<file path="src/hdl/chmc_pkg.sv">
// shared constants, types and helpers for the monotone chain hull block
`timescale 1ns / 1ps
package chmc_pkg;
	localparam int MAX_POINTS = 64;
	localparam int COORD_BITS = 16;
	localparam int IDX_BITS = $clog2(MAX_POINTS);
	localparam int CNT_BITS = $clog2(MAX_POINTS + 1);
	localparam int STACK_DEPTH = 2 * MAX_POINTS;
	localparam int TOP_BITS = $clog2(STACK_DEPTH + 1);
	localparam int SP_BITS = $clog2(STACK_DEPTH);
	localparam int DIFF_BITS = COORD_BITS + 1;
	localparam int PROD_BITS = 2 * DIFF_BITS;
	localparam int QUEUE_DEPTH = 2;
	localparam int QPTR_BITS = $clog2(QUEUE_DEPTH);

	typedef logic signed [COORD_BITS-1:0] coord_t;

	// word handed from the front part to the back part
	typedef struct packed {
		coord_t x;
		coord_t y;
		logic   fin;
	} pt_word_t;

	typedef enum logic [3:0] {
		ST_LOAD,
		ST_SORT_RD,
		ST_SORT_CMP,
		ST_SORT_WR,
		ST_HULL_NEXT,
		ST_HULL_RD,
		ST_HULL_MUL,
		ST_HULL_CMP,
		ST_HULL_DEC,
		ST_EMIT_RD,
		ST_EMIT_WAIT,
		ST_EMIT_OUT
	} bk_state_t;

	// strict lexicographic order: a before b
	function automatic logic lex_before(coord_t ax, coord_t ay, coord_t bx, coord_t by);
		lex_before = (ax != bx) ? (ax < bx) : (ay < by);
	endfunction
endpackage

</file>
<file path="src/hdl/chmc_front.sv">
// input side: takes point words and passes them through a short queue
`timescale 1ns / 1ps
module chmc_front (
	input  logic                clk,
	input  logic                arst_n,
	input  logic                valid,
	output logic                stall,
	input  chmc_pkg::coord_t    point_x,
	input  chmc_pkg::coord_t    point_y,
	input  logic                final_point,
	output logic                q_valid,
	output chmc_pkg::pt_word_t  q_word,
	input  logic                q_pop
);
	import chmc_pkg::*;

	pt_word_t               buf_q [QUEUE_DEPTH];
	logic [QPTR_BITS-1:0]   wp_q, rp_q;
	logic [QPTR_BITS:0]     cnt_q;
	logic                   push;

	assign stall = (cnt_q == (QPTR_BITS+1)'(QUEUE_DEPTH));
	assign push = valid && !stall;
	assign q_valid = (cnt_q != '0);
	assign q_word = buf_q[rp_q];

	always_ff @(posedge clk) begin
		if (push) begin
			buf_q[wp_q] <= '{x: point_x, y: point_y, fin: final_point};
		end
	end

	always_ff @(posedge clk or negedge arst_n) begin
		if (!arst_n) begin
			wp_q <= '0;
			rp_q <= '0;
			cnt_q <= '0;
		end else begin
			if (push) wp_q <= wp_q + 1'b1;
			if (q_pop) rp_q <= rp_q + 1'b1;
			cnt_q <= cnt_q + (QPTR_BITS+1)'(push) - (QPTR_BITS+1)'(q_pop);
		end
	end
endmodule

</file>
<file path="config.mk">
export PLATFORM = sky130hd
export DESIGN_NAME = chmc_front
export DESIGN_NICKNAME = d
export VERILOG_FILES = /design/src/hdl/chmc_pkg.sv /design/src/hdl/chmc_front.sv
export SDC_FILE = /design/constraint.sdc
export NUM_CORES = 1
export LEC_CHECK = 0
export ABC_AREA = 0
export BUFFER_PORTS_ARGS = -buffer_cell sky130_fd_sc_hd__buf_2
export CORE_MARGIN = 3
export CORE_UTILIZATION = 40
export CTS_CLUSTER_DIAMETER = 30
export DETAILED_ROUTE_END_ITERATION = 12
export PLACE_DENSITY = 0.6
export SKIP_LAST_GASP = 1
export SLEW_MARGIN = 40
export SYNTH_ARGS = -nofsm -noshare
export SYNTH_HDL_FRONTEND = slang
export SYNTH_SLANG_ARGS = --single-unit
export TNS_END_PERCENT = 100
</file>
<file path="constraint.sdc">
create_clock -name clk -period 2.95 [get_ports clk]
set_clock_uncertainty 0.1 [all_clocks]
set_input_delay 0.295 -clock clk [delete_from_list [all_inputs] [get_ports clk]]
set_output_delay 0.295 -clock clk [all_outputs]
set_load 0.02 [all_outputs]
</file>
==> run summary, run 1 <==
clock power share - 20.1%
Post-Synth Adder-Cell Area - 0.917%
Max transition margin - 48.1%
Int Power - 2.29 mW
Ports - 72
minimum clock period - 2300 ps
initial antenna violation count - 0
Critical Path Start Type - register
complex-gate fraction of the synthesized area - 0%
number of cell rows - 29
mux share of post-synthesis cell area - 17.6%
Die X - 88.6 um
total negative slack - 0 ps
RePlAce Congestion - 0.681
sequential power share - 44.7%
CP max stage delay - 770 ps
Routed Antenna Nets - 0
Worst Hold Endpoint - buf_q[0][32]
Crit. End Element - primary output
RSZ-0062 raised after global routing - false
CP cell instances - buf_4 -> mux2_4 -> buf_2
post_cts resized - 0
final hold viol count - 0
clock buffer depth - 2
Hold Path Origin - point_x[15]
vias in the first global route - 1438
CP startpoint - rp_q
NetSw - 1.07 mW
Yosys reg bits - 70
root buffer cell - clkbuf_8
fraction of synthesized cell area in xor and xnor cells - 1.28%
total setup buffers inserted after CTS - 0
wire length per cell - 15.6 um
DIE HEIGHT - 88.6 um
CP bufs+invs - 2
largest net degree at the start of global routing - 34
footprint of the multi-input gates - 576 um^2
combinational share of power - 35.2%
worst r2r src - cnt_q[1]
Worst R2R Setup Slack - 1200 ps
first-pass GRT wire length - 6910 um
Initial Util - 42.0%
Worst R2R Path Depth - 2
synth unique cells - 15
initial drt markers - 49
Worst-path clk slew - 70 ps
PD cells - 1010 mW/mm^2
total power - 3.36 mW
slowest library cell on the worst path - dfrtp_2
Sink Count - 70
Syn Inst Count - 120
critical path required time - 2560 ps
Final Core Density - 51.3%
max_cap viols - 0
Core ar. - 0.00649 mm^2
layout cell share with drive strength beyond 1 - 59.9%
fmax - 435 MHz
drt pass-1 iters - 4
critical path class - reg2out
worst-margin pin slew - 778 ps
IO buf count - 71
share of the clock period used by the worst path - 77.9%
Num CTS Buffers - 9
Yosys warnings - 0
status - complete, no violations
Avg Cell Area, Syn - 22.7 um^2
die footprint - 0.00785 mm^2
Fillers - 545
Cells on Worst Hold Path - 1
Lkg Pwr - 1.36 nW
nets - 241
vias after detailed routing - 1310
final setup margin - 653 ps
Post-Synth Simple-Gate Area - 0.963%
Placement Setup Slack - 970 ps
area grow syn2layout - 22.2%
CP delay by family, top - flip-flops
gr usage total - 12.0%
drt via density - 4.61
Post-Syn Nets - 159
Clk Latency, worst-skew pair - 330 ps
largest family of logic cells by synthesized area - multiplexers
final slew viol count - 0
htree depth - 3
crit path max fanout - 21
DRC - 0
setup violation total in the final timing report - 0
post-DP HPWL - 3140 um
FF+latch area - 0.00208 mm^2
r2r endpoint - buf_q[1][3]
Antenna diodes - 0
switching part of the total power - 31.9%
total gr overflow - 0
post-synthesis sequential area ratio - 76.3%
TritonCTS clock tree - built
mapped cell area - 0.00273 mm^2
Post-Route WL - 4440 um
worst min-delay path class - in2reg
Peak VDD IR - 629 uV
CP Data Arrival Time - 1900 ps
## final cells by class
| class | instances | share of cell area, % |
|---|---|---|
| Clock inverter | 1 | 0.150 |
| Clock buffer | 15 | 5.29 |
| Inverter | 2 | 0.225 |
| Tap cell | 77 | 2.89 |
| Multi-Input combinational cell | 44 | 17.3 |
| Timing Repair Buffer | 75 | 11.6 |
| Sequential cell | 70 | 62.5 |
## cell usage after synthesis
cell / number / area share (%)
and3_1: 1 / 0.23
buf_12: 3 / 2.2
buf_6: 1 / 0.41
dfrtp_1: 4 / 3.7
edfxtp_1: 66 / 73
ha_1: 2 / 0.92
inv_1: 2 / 0.28
mux2_2: 4 / 1.7
mux2_4: 29 / 16
nand2_1: 1 / 0.14
nand2b_1: 1 / 0.23
nor2_1: 1 / 0.14
or2_2: 1 / 0.23
xnor2_1: 3 / 0.96
xor2_1: 1 / 0.32
## power by group through the flow
stage	Sequential (mW)	Combinational, mW	Clock, mW
after global routing	1.53	1.27	0.750
after detailed placement	1.53	1.20	0
after global placement	1.51	1.18	0
after floorplan	1.44	1.02	0
final	1.50	1.18	0.677
after CTS	1.51	1.21	0.704
## registers in the layout, summed over array words and instances, names as in the netlist
| name | flops |
|---|---|
| cnt_q | 2 |
| rp_q | 1 |
| buf_q | 66 |
| wp_q | 1 |
## stage by stage
step,hold WS [ps],cell area [um^2],std cells
2_1_floorplan,-101,2730,120
3_3_place_gp,2.77,3140,267
3_5_place_dp,4.30,3140,267
4_1_cts,32.7,3330,284
5_1_grt,33.5,3330,284
6_report,53.1,3330,284
## worst register-to-register path, cell delays in order, from the launching register on
cell,delay [ps]
dfrtp_1,410
nand2b_1,130
and3_2,720
## logic make-up (layout without fill, tap and decap cells)
kind of cell,after synthesis,count (layout)
buffers and inverters,6,93
adder cells (fa/ha/maj),2,2
flip-flops,70,70
AND/OR/NAND/NOR,5,5
multiplexers,33,33
XOR/XNOR,4,4
## routing by layer
metal | share of wire (%) | up-vias | GRT usage, %
met1 | 41 | 633 | 13.1
met2 | 52 | 46 | 21.0
li1 | - | 626 | -
met3 | 6.0 | 5 | 4.47
met5 | 0 | - | 0
met4 | 1.1 | 0 | 5.36
## repair_timing
item | in CTS | in global routing
hold buffers | 1 | 0
setup endpoints to repair | 0 | 0
hold endpoints to repair | 4 | 0
## how the worst max path moves through the flow
stage / to / slack (ps) / cells after the start
after floorplan: buf_q[0][0] / 440 / 3
after global placement: q_word[32] / 1010 / 3
after detailed placement: q_word[8] / 970 / 3
after CTS: q_word[8] / 610 / 3
after global routing: q_word[30] / 530 / 3
final: q_word[8] / 650 / 3
## layout by cell type (no fill, tap or decap), drive strengths merged
| cell type | instances |
|---|---|
| and3 | 1 |
| buf | 74 |
| clkbuf | 15 |
| clkinv | 1 |
| dfrtp | 4 |
| dlygate4sd3 | 1 |
| edfxtp | 66 |
| ha | 2 |
| inv | 2 |
| mux2 | 33 |
| nand2 | 1 |
| nand2b | 1 |
| nor2 | 1 |
| or2 | 1 |
| xnor2 | 3 |
| xor2 | 1 |
No activity file was read; power rests on OpenSTA's default activity.
==> run 2: changes to the inputs <==
==> constraint.sdc (replaced) <==
create_clock -name clk -period 2.4 [get_ports clk]
set_clock_uncertainty 0.1 [all_clocks]
set_input_delay 0.24 -clock clk [delete_from_list [all_inputs] [get_ports clk]]
set_output_delay 0.24 -clock clk [all_outputs]
set_load 0.02 [all_outputs]
==> run 2 against run 1 <==
Net effect: setup slack worse by 330 ps; first-iteration DRC count rose by 12%; worst hold slack improved by 88 ps; cell area grew 12%; power increased by 31%; final cell count rose by 12%; flip-flop and latch count stayed put; die area unchanged; critical endpoint is now q_word[17].
==> run summary, run 2 (synthesized netlist as in run 1, its figures left out) <==
area grow syn2layout - 37.2% (was 22.2%)
share of the clock period used by the worst path - 86.7%
initial drt markers - 55 (was 49)
most frequent cells in the layout - 71 x buf_2, 66 x edfxtp_1, 35 x dlygate4sd3_1 (was 71 x buf_2, 66 x edfxtp_1, 29 x mux2_4)
CP max stage delay - 660 ps (was 770 ps)
PD cells - 1180 mW/mm^2 (was 1010 mW/mm^2)
Post-Route WL - 4740 um (was 4440 um)
Peak VDD IR - 853 uV (was 629 uV)
critical path required time - 2060 ps (was 2560 ps)
Lkg Pwr - 1.52 nW (was 1.36 nW)
Crit. End Element - primary output (unchanged)
drt pass-1 iters - 4 (unchanged)
footprint of the multi-input gates - 576 um^2 (unchanged)
Core ar. - 0.00649 mm^2 (unchanged)
crit path max fanout - 20 (was 21)
largest register by flop count - buf_q (unchanged)
Die X - 88.6 um (unchanged)
vias in the first global route - 1537 (was 1438)
vias after detailed routing - 1450 (was 1310)
post_cts resized - 0 (unchanged)
layout cell share with drive strength beyond 1 - 52.3% (was 59.9%)
Max transition margin - 67.4% (was 48.1%)
total gr overflow - 0 (unchanged)
nets - 275 (was 241)
Sink Count - 70 (unchanged)
final hold viol count - 0 (unchanged)
minimum clock period - 2080 ps
fmax - 481 MHz
DIE HEIGHT - 88.6 um (unchanged)
most common cell after layout, fill and taps aside - buf_2 (unchanged)
FF+latch area - 0.00208 mm^2 (unchanged)
die footprint - 0.00785 mm^2 (unchanged)
initial antenna violation count - 0 (unchanged)
post-DP HPWL - 3200 um (was 3140 um)
max_cap viols - 0 (unchanged)
drt via density - 4.56 (was 4.61)
worst min-delay path class - in2async (was in2reg)
Critical Path Start Type - register (unchanged)
largest net degree at the start of global routing - 21 (was 34)
slowest library cell on the worst path - dfrtp_2 (unchanged)
status - complete, no violations (unchanged)
Largest register FFs - 66 (unchanged)
Antenna diodes - 0 (unchanged)
htree depth - 3 (unchanged)
root buffer cell - clkbuf_8 (unchanged)
RSZ-0062 raised after global routing - false (unchanged)
wire length per cell - 14.9 um (was 15.6 um)
IO buf count - 71 (unchanged)
Clk Latency, worst-skew pair - 330 ps (about the same)
critical path class - reg2out (unchanged)
Num CTS Buffers - 9 (unchanged)
Initial Util - 42.0% (unchanged)
setup violation total in the final timing report - 0 (unchanged)
TritonCTS clock tree - built (unchanged)
RePlAce Congestion - 0.683 (was 0.681)
worst-margin pin slew - 488 ps (was 778 ps)
clock buffer depth - 2 (unchanged)
Routed Antenna Nets - 0 (unchanged)
Worst-path clk slew - 70 ps (about the same)
gr usage total - 13.3% (was 12.0%)
top flop regs - buf_q x66, cnt_q x2 (unchanged)
CP Data Arrival Time - 1740 ps (was 1900 ps)
number of cell rows - 29 (unchanged)
first-pass GRT wire length - 7550 um (was 6910 um)
Ports - 72 (unchanged)
total power - 4.40 mW (was 3.36 mW)
Fillers - 497 (was 545)
DRC - 0 (unchanged)
final slew viol count - 0 (unchanged)
CP cell instances - buf_12 -> mux2_4 -> buf_2 (was buf_4 -> mux2_4 -> buf_2)
total negative slack - 0 ps (unchanged)
==> run 2: path summary, 6_finish.rpt <==
| kind | from | end | slack [ps] | cells after the start |
|---|---|---|---|---|
| hold / removal | arst_n | cnt_q[0] | 140 | 2 |
| hold reg to reg | cnt_q[1] | cnt_q[1] | 420 | 1 |
| setup reg to reg | cnt_q[1] | buf_q[0][17] | 660 | 4 |
| max in group asynchronous | arst_n | rp_q | 1920 | 2 |
| min in group clk | valid | wp_q | 220 | 3 |
| setup / recovery | rp_q | q_word[17] | 320 | 3 |
==> run 2: stage by stage <==
step	cells	utilization, %	worst slack, ps	instance area (um^2)	hold slack, ps
floorplan	120	-	435	2730	-156
global placement	267	48.9	685	3180	-53.1
detailed placement	267	48.9	644	3180	-48.5
CTS	316	57.3	289	3720	1.27
global route	318	57.6	228	3740	135
finish	318	57.6	319	3740	142
==> run 2: cell type report <==
type / count / area share [%]
clock buffer: 10 / 3.41
clock inverter: 6 / 2.31
inverter: 2 / 0.201
multi-input combinational: 44 / 15.4
sequential: 70 / 55.7
tap: 77 / 2.57
timing repair buffer: 109 / 20.5
==> run 2: critical path, delay by kind of cell, from the launching register on <==
kind	cells	cell delay [ps]
flops	1	660
buf+inv	2	420
mux	1	320
==> run 2: repair_timing <==
action                                 in CTS  in global routing
hold buffers                               33                  2
endpoints found under the hold margin      66                  4
setup buffers                               0                  0
==> run 2: where the power goes <==
group / total [mW] / internal, mW / switching [mW]
sequential: 1.82 / 1.67 / 0.149
clock: 0.997 / 0.583 / 0.414
combinational: 1.58 / 0.760 / 0.823
==> run 2: routing by layer <==
metal	part of all wire (%)	vias to the layer above	track usage, %
li1	-	695	-
met1	42	703	16.3
met2	52	44	21.3
met3	4.8	8	4.38
met4	1.4	0	6.18
met5	0	-	0
==> run 3: changes to the inputs <==
--- a/config.mk
+++ b/config.mk
@@ -7,11 +7,11 @@
 export LEC_CHECK = 0
 export ABC_AREA = 0
 export BUFFER_PORTS_ARGS = -buffer_cell sky130_fd_sc_hd__buf_2
-export CORE_MARGIN = 3
-export CORE_UTILIZATION = 40
+export CORE_UTILIZATION = 52
 export CTS_CLUSTER_DIAMETER = 30
 export DETAILED_ROUTE_END_ITERATION = 12
-export PLACE_DENSITY = 0.6
+export HOLD_SLACK_MARGIN = 0.03
+export PLACE_DENSITY = 0.76
 export SKIP_LAST_GASP = 1
 export SLEW_MARGIN = 40
 export SYNTH_ARGS = -nofsm -noshare
==> run 3 against run 2 <==
Net effect: combinational power is essentially flat; critical path depth is the same; sequential power is essentially flat; register-to-register slack gained 20 ps; critical path type unchanged.
==> run summary, run 3 (synthesized netlist as in run 1, its figures left out) <==
status - complete, no violations (unchanged)
Highest Signal Layer - met4 (unchanged)
Core ar. - 0.00488 mm^2 (was 0.00649 mm^2)
Int Power - 3.00 mW (was 3.02 mW)
fmax - 503 MHz (was 481 MHz)
clock power share - 22.9% (was 22.6%)
Routed Antenna Nets - 0 (unchanged)
minimum clock period - 1990 ps (was 2080 ps)
Max transition margin - 69.9% (was 67.4%)
FF+latch area - 0.00208 mm^2 (unchanged)
Clk Latency, worst-skew pair - 330 ps (about the same)
Peak VDD IR - 813 uV (was 853 uV)
CP Data Arrival Time - 1650 ps (was 1740 ps)
max_cap viols - 0 (unchanged)
Largest register FFs - 66 (unchanged)
worst-margin pin slew - 452 ps (was 488 ps)
Crit. End Element - primary output (unchanged)
DIE HEIGHT - 74.4 um (was 88.6 um)
setup violation total in the final timing report - 0 (unchanged)
metal3 WL - 239 um (was 226 um)
share of the clock period used by the worst path - 82.9% (was 86.7%)
Critical Path Start Type - register (unchanged)
Die X - 74.4 um (was 88.6 um)
Worst R2R Setup Slack - 680 ps (was 660 ps)
largest net degree at the start of global routing - 34 (was 21)
Sink Count - 70 (unchanged)
worst min-delay path class - in2async (unchanged)
total setup buffers inserted after CTS - 0 (unchanged)
combinational share of power - 36.0% (about the same)
die footprint - 0.00554 mm^2 (was 0.00785 mm^2)
initial drt markers - 66 (was 55)
critical path required time - 2060 ps (about the same)
htree depth - 3 (unchanged)
TritonCTS clock tree - built (unchanged)
crit path max fanout - 26 (was 20)
footprint of the multi-input gates - 574 um^2 (was 576 um^2)
NetSw - 1.38 mW (was 1.39 mW)
post-DP HPWL - 2920 um (was 3200 um)
PD cells - 1180 mW/mm^2 (about the same)
Ports - 72 (unchanged)
total power - 4.38 mW (was 4.40 mW)
vias after detailed routing - 1451 (was 1450)
nets - 276 (was 275)
switching part of the total power - 31.6% (was 31.5%)
met2 wire length - 2450 um (was 2460 um)
number of cell rows - 25 (was 29)
critical path class - reg2out (unchanged)
vias in the first global route - 1584 (was 1537)
worst hold slack - 138 ps (was 142 ps)
Fillers - 300 (was 497)
gr usage total - 18.6% (was 13.3%)
final hold viol count - 0 (unchanged)
total gr overflow - 0 (unchanged)
Placement Setup Slack - 667 ps (was 644 ps)
DRC - 0 (unchanged)
most frequent cells in the layout - 71 x buf_2, 66 x edfxtp_1, 35 x dlygate4sd3_1 (unchanged)
top flop regs - buf_q x66, cnt_q x2 (unchanged)
met1 WL - 1940 um (was 1980 um)
most common cell after layout, fill and taps aside - buf_2 (unchanged)
total negative slack - 0 ps (unchanged)
initial antenna violation count - 0 (unchanged)
clock buffer depth - 2 (unchanged)
Lkg Pwr - 1.52 nW (about the same)
largest register by flop count - buf_q (unchanged)
final slew viol count - 0 (unchanged)
CP startpoint - rp_q (unchanged)
worst r2r src - cnt_q[1] (unchanged)
drt via density - 4.70 (was 4.56)
first-pass GRT wire length - 7270 um (was 7550 um)
layout cell share with drive strength beyond 1 - 52.1% (was 52.3%)
Antenna diodes - 0 (unchanged)
design area - 0.00371 mm^2 (was 0.00374 mm^2)
drt pass-1 iters - 4 (unchanged)
Post-Route WL - 4690 um (was 4740 um)
RePlAce Congestion - 0.688 (was 0.683)
root buffer cell - clkbuf_8 (unchanged)
DP Area - 0.00315 mm^2 (was 0.00318 mm^2)
IO buf count - 71 (unchanged)
wire length per cell - 15.2 um (was 14.9 um)
sequential power share - 41.1% (was 41.4%)
Worst-path clk slew - 70 ps (about the same)
Num CTS Buffers - 9 (unchanged)
final setup margin - 411 ps (was 319 ps)
area grow syn2layout - 36.1% (was 37.2%)
RSZ-0062 raised after global routing - false (unchanged)
Initial Util - 55.9% (was 42.0%)
==> run 3: changes by cell type in the layout (fill, tap and decap cells not counted) <==
cell / previous run / this run
buf_12: 3 / 1
and3_2: 1 / 0
and3_1: 0 / 1
buf_4: 0 / 3
==> run 3: layout make-up <==
| class | instances | area share, % |
|---|---|---|
| repair buffers | 110 | 20.2 |
| clock buffers | 10 | 3.44 |
| well taps | 67 | 2.26 |
| clock inverters | 6 | 2.33 |
| flip-flops and latches | 70 | 56.1 |
| multi-input cells | 44 | 15.5 |
| inverters | 2 | 0.202 |
==> run 3: metrics by stage <==
step,utilization [%],cells
finish,76.1,309
global route,76.1,309
CTS,76.1,309
detailed placement,64.5,258
global placement,64.5,258
floorplan,-,120
==> run 3: metal layers <==
metal  vias up  global-route usage [%]
met3         6                    5.01
met4         0                    8.18
met2        59                    32.1
li1        699                       -
met5         -                       0
met1       687                    21.9
==> run 3: final timing paths <==
kind,endpoint,cells after the start
worst min register to register,cnt_q[1],1
worst max register to register,buf_q[0][2],4
max in group asynchronous,rp_q,2
worst min-delay path,cnt_q[1],2
worst max-delay path,q_word[22],3
min in group clk,wp_q,3
==> run 3: power groups by stage <==
stage                     Clock [mW]  Combinational [mW]  Sequential [mW]
after floorplan                    0                1.25             1.76
after global placement             0                1.51             1.81
final                           1.00                1.58             1.80
after global routing            1.06                1.69             1.82
after detailed placement           0                1.54             1.83
after CTS                       1.01                1.59             1.80
==> run 3: worst max-delay path, cell delays in order (launching register included) <==
cell and delay (ps):
dfrtp_2 540, buf_12 260, mux2_2 350, buf_2 160
==> run 3: what timing repair did <==
action                    4_1_cts  5_1_grt
hold buffers                   35        0
gates resized for setup         0        0
hold endpoints to repair       71        0
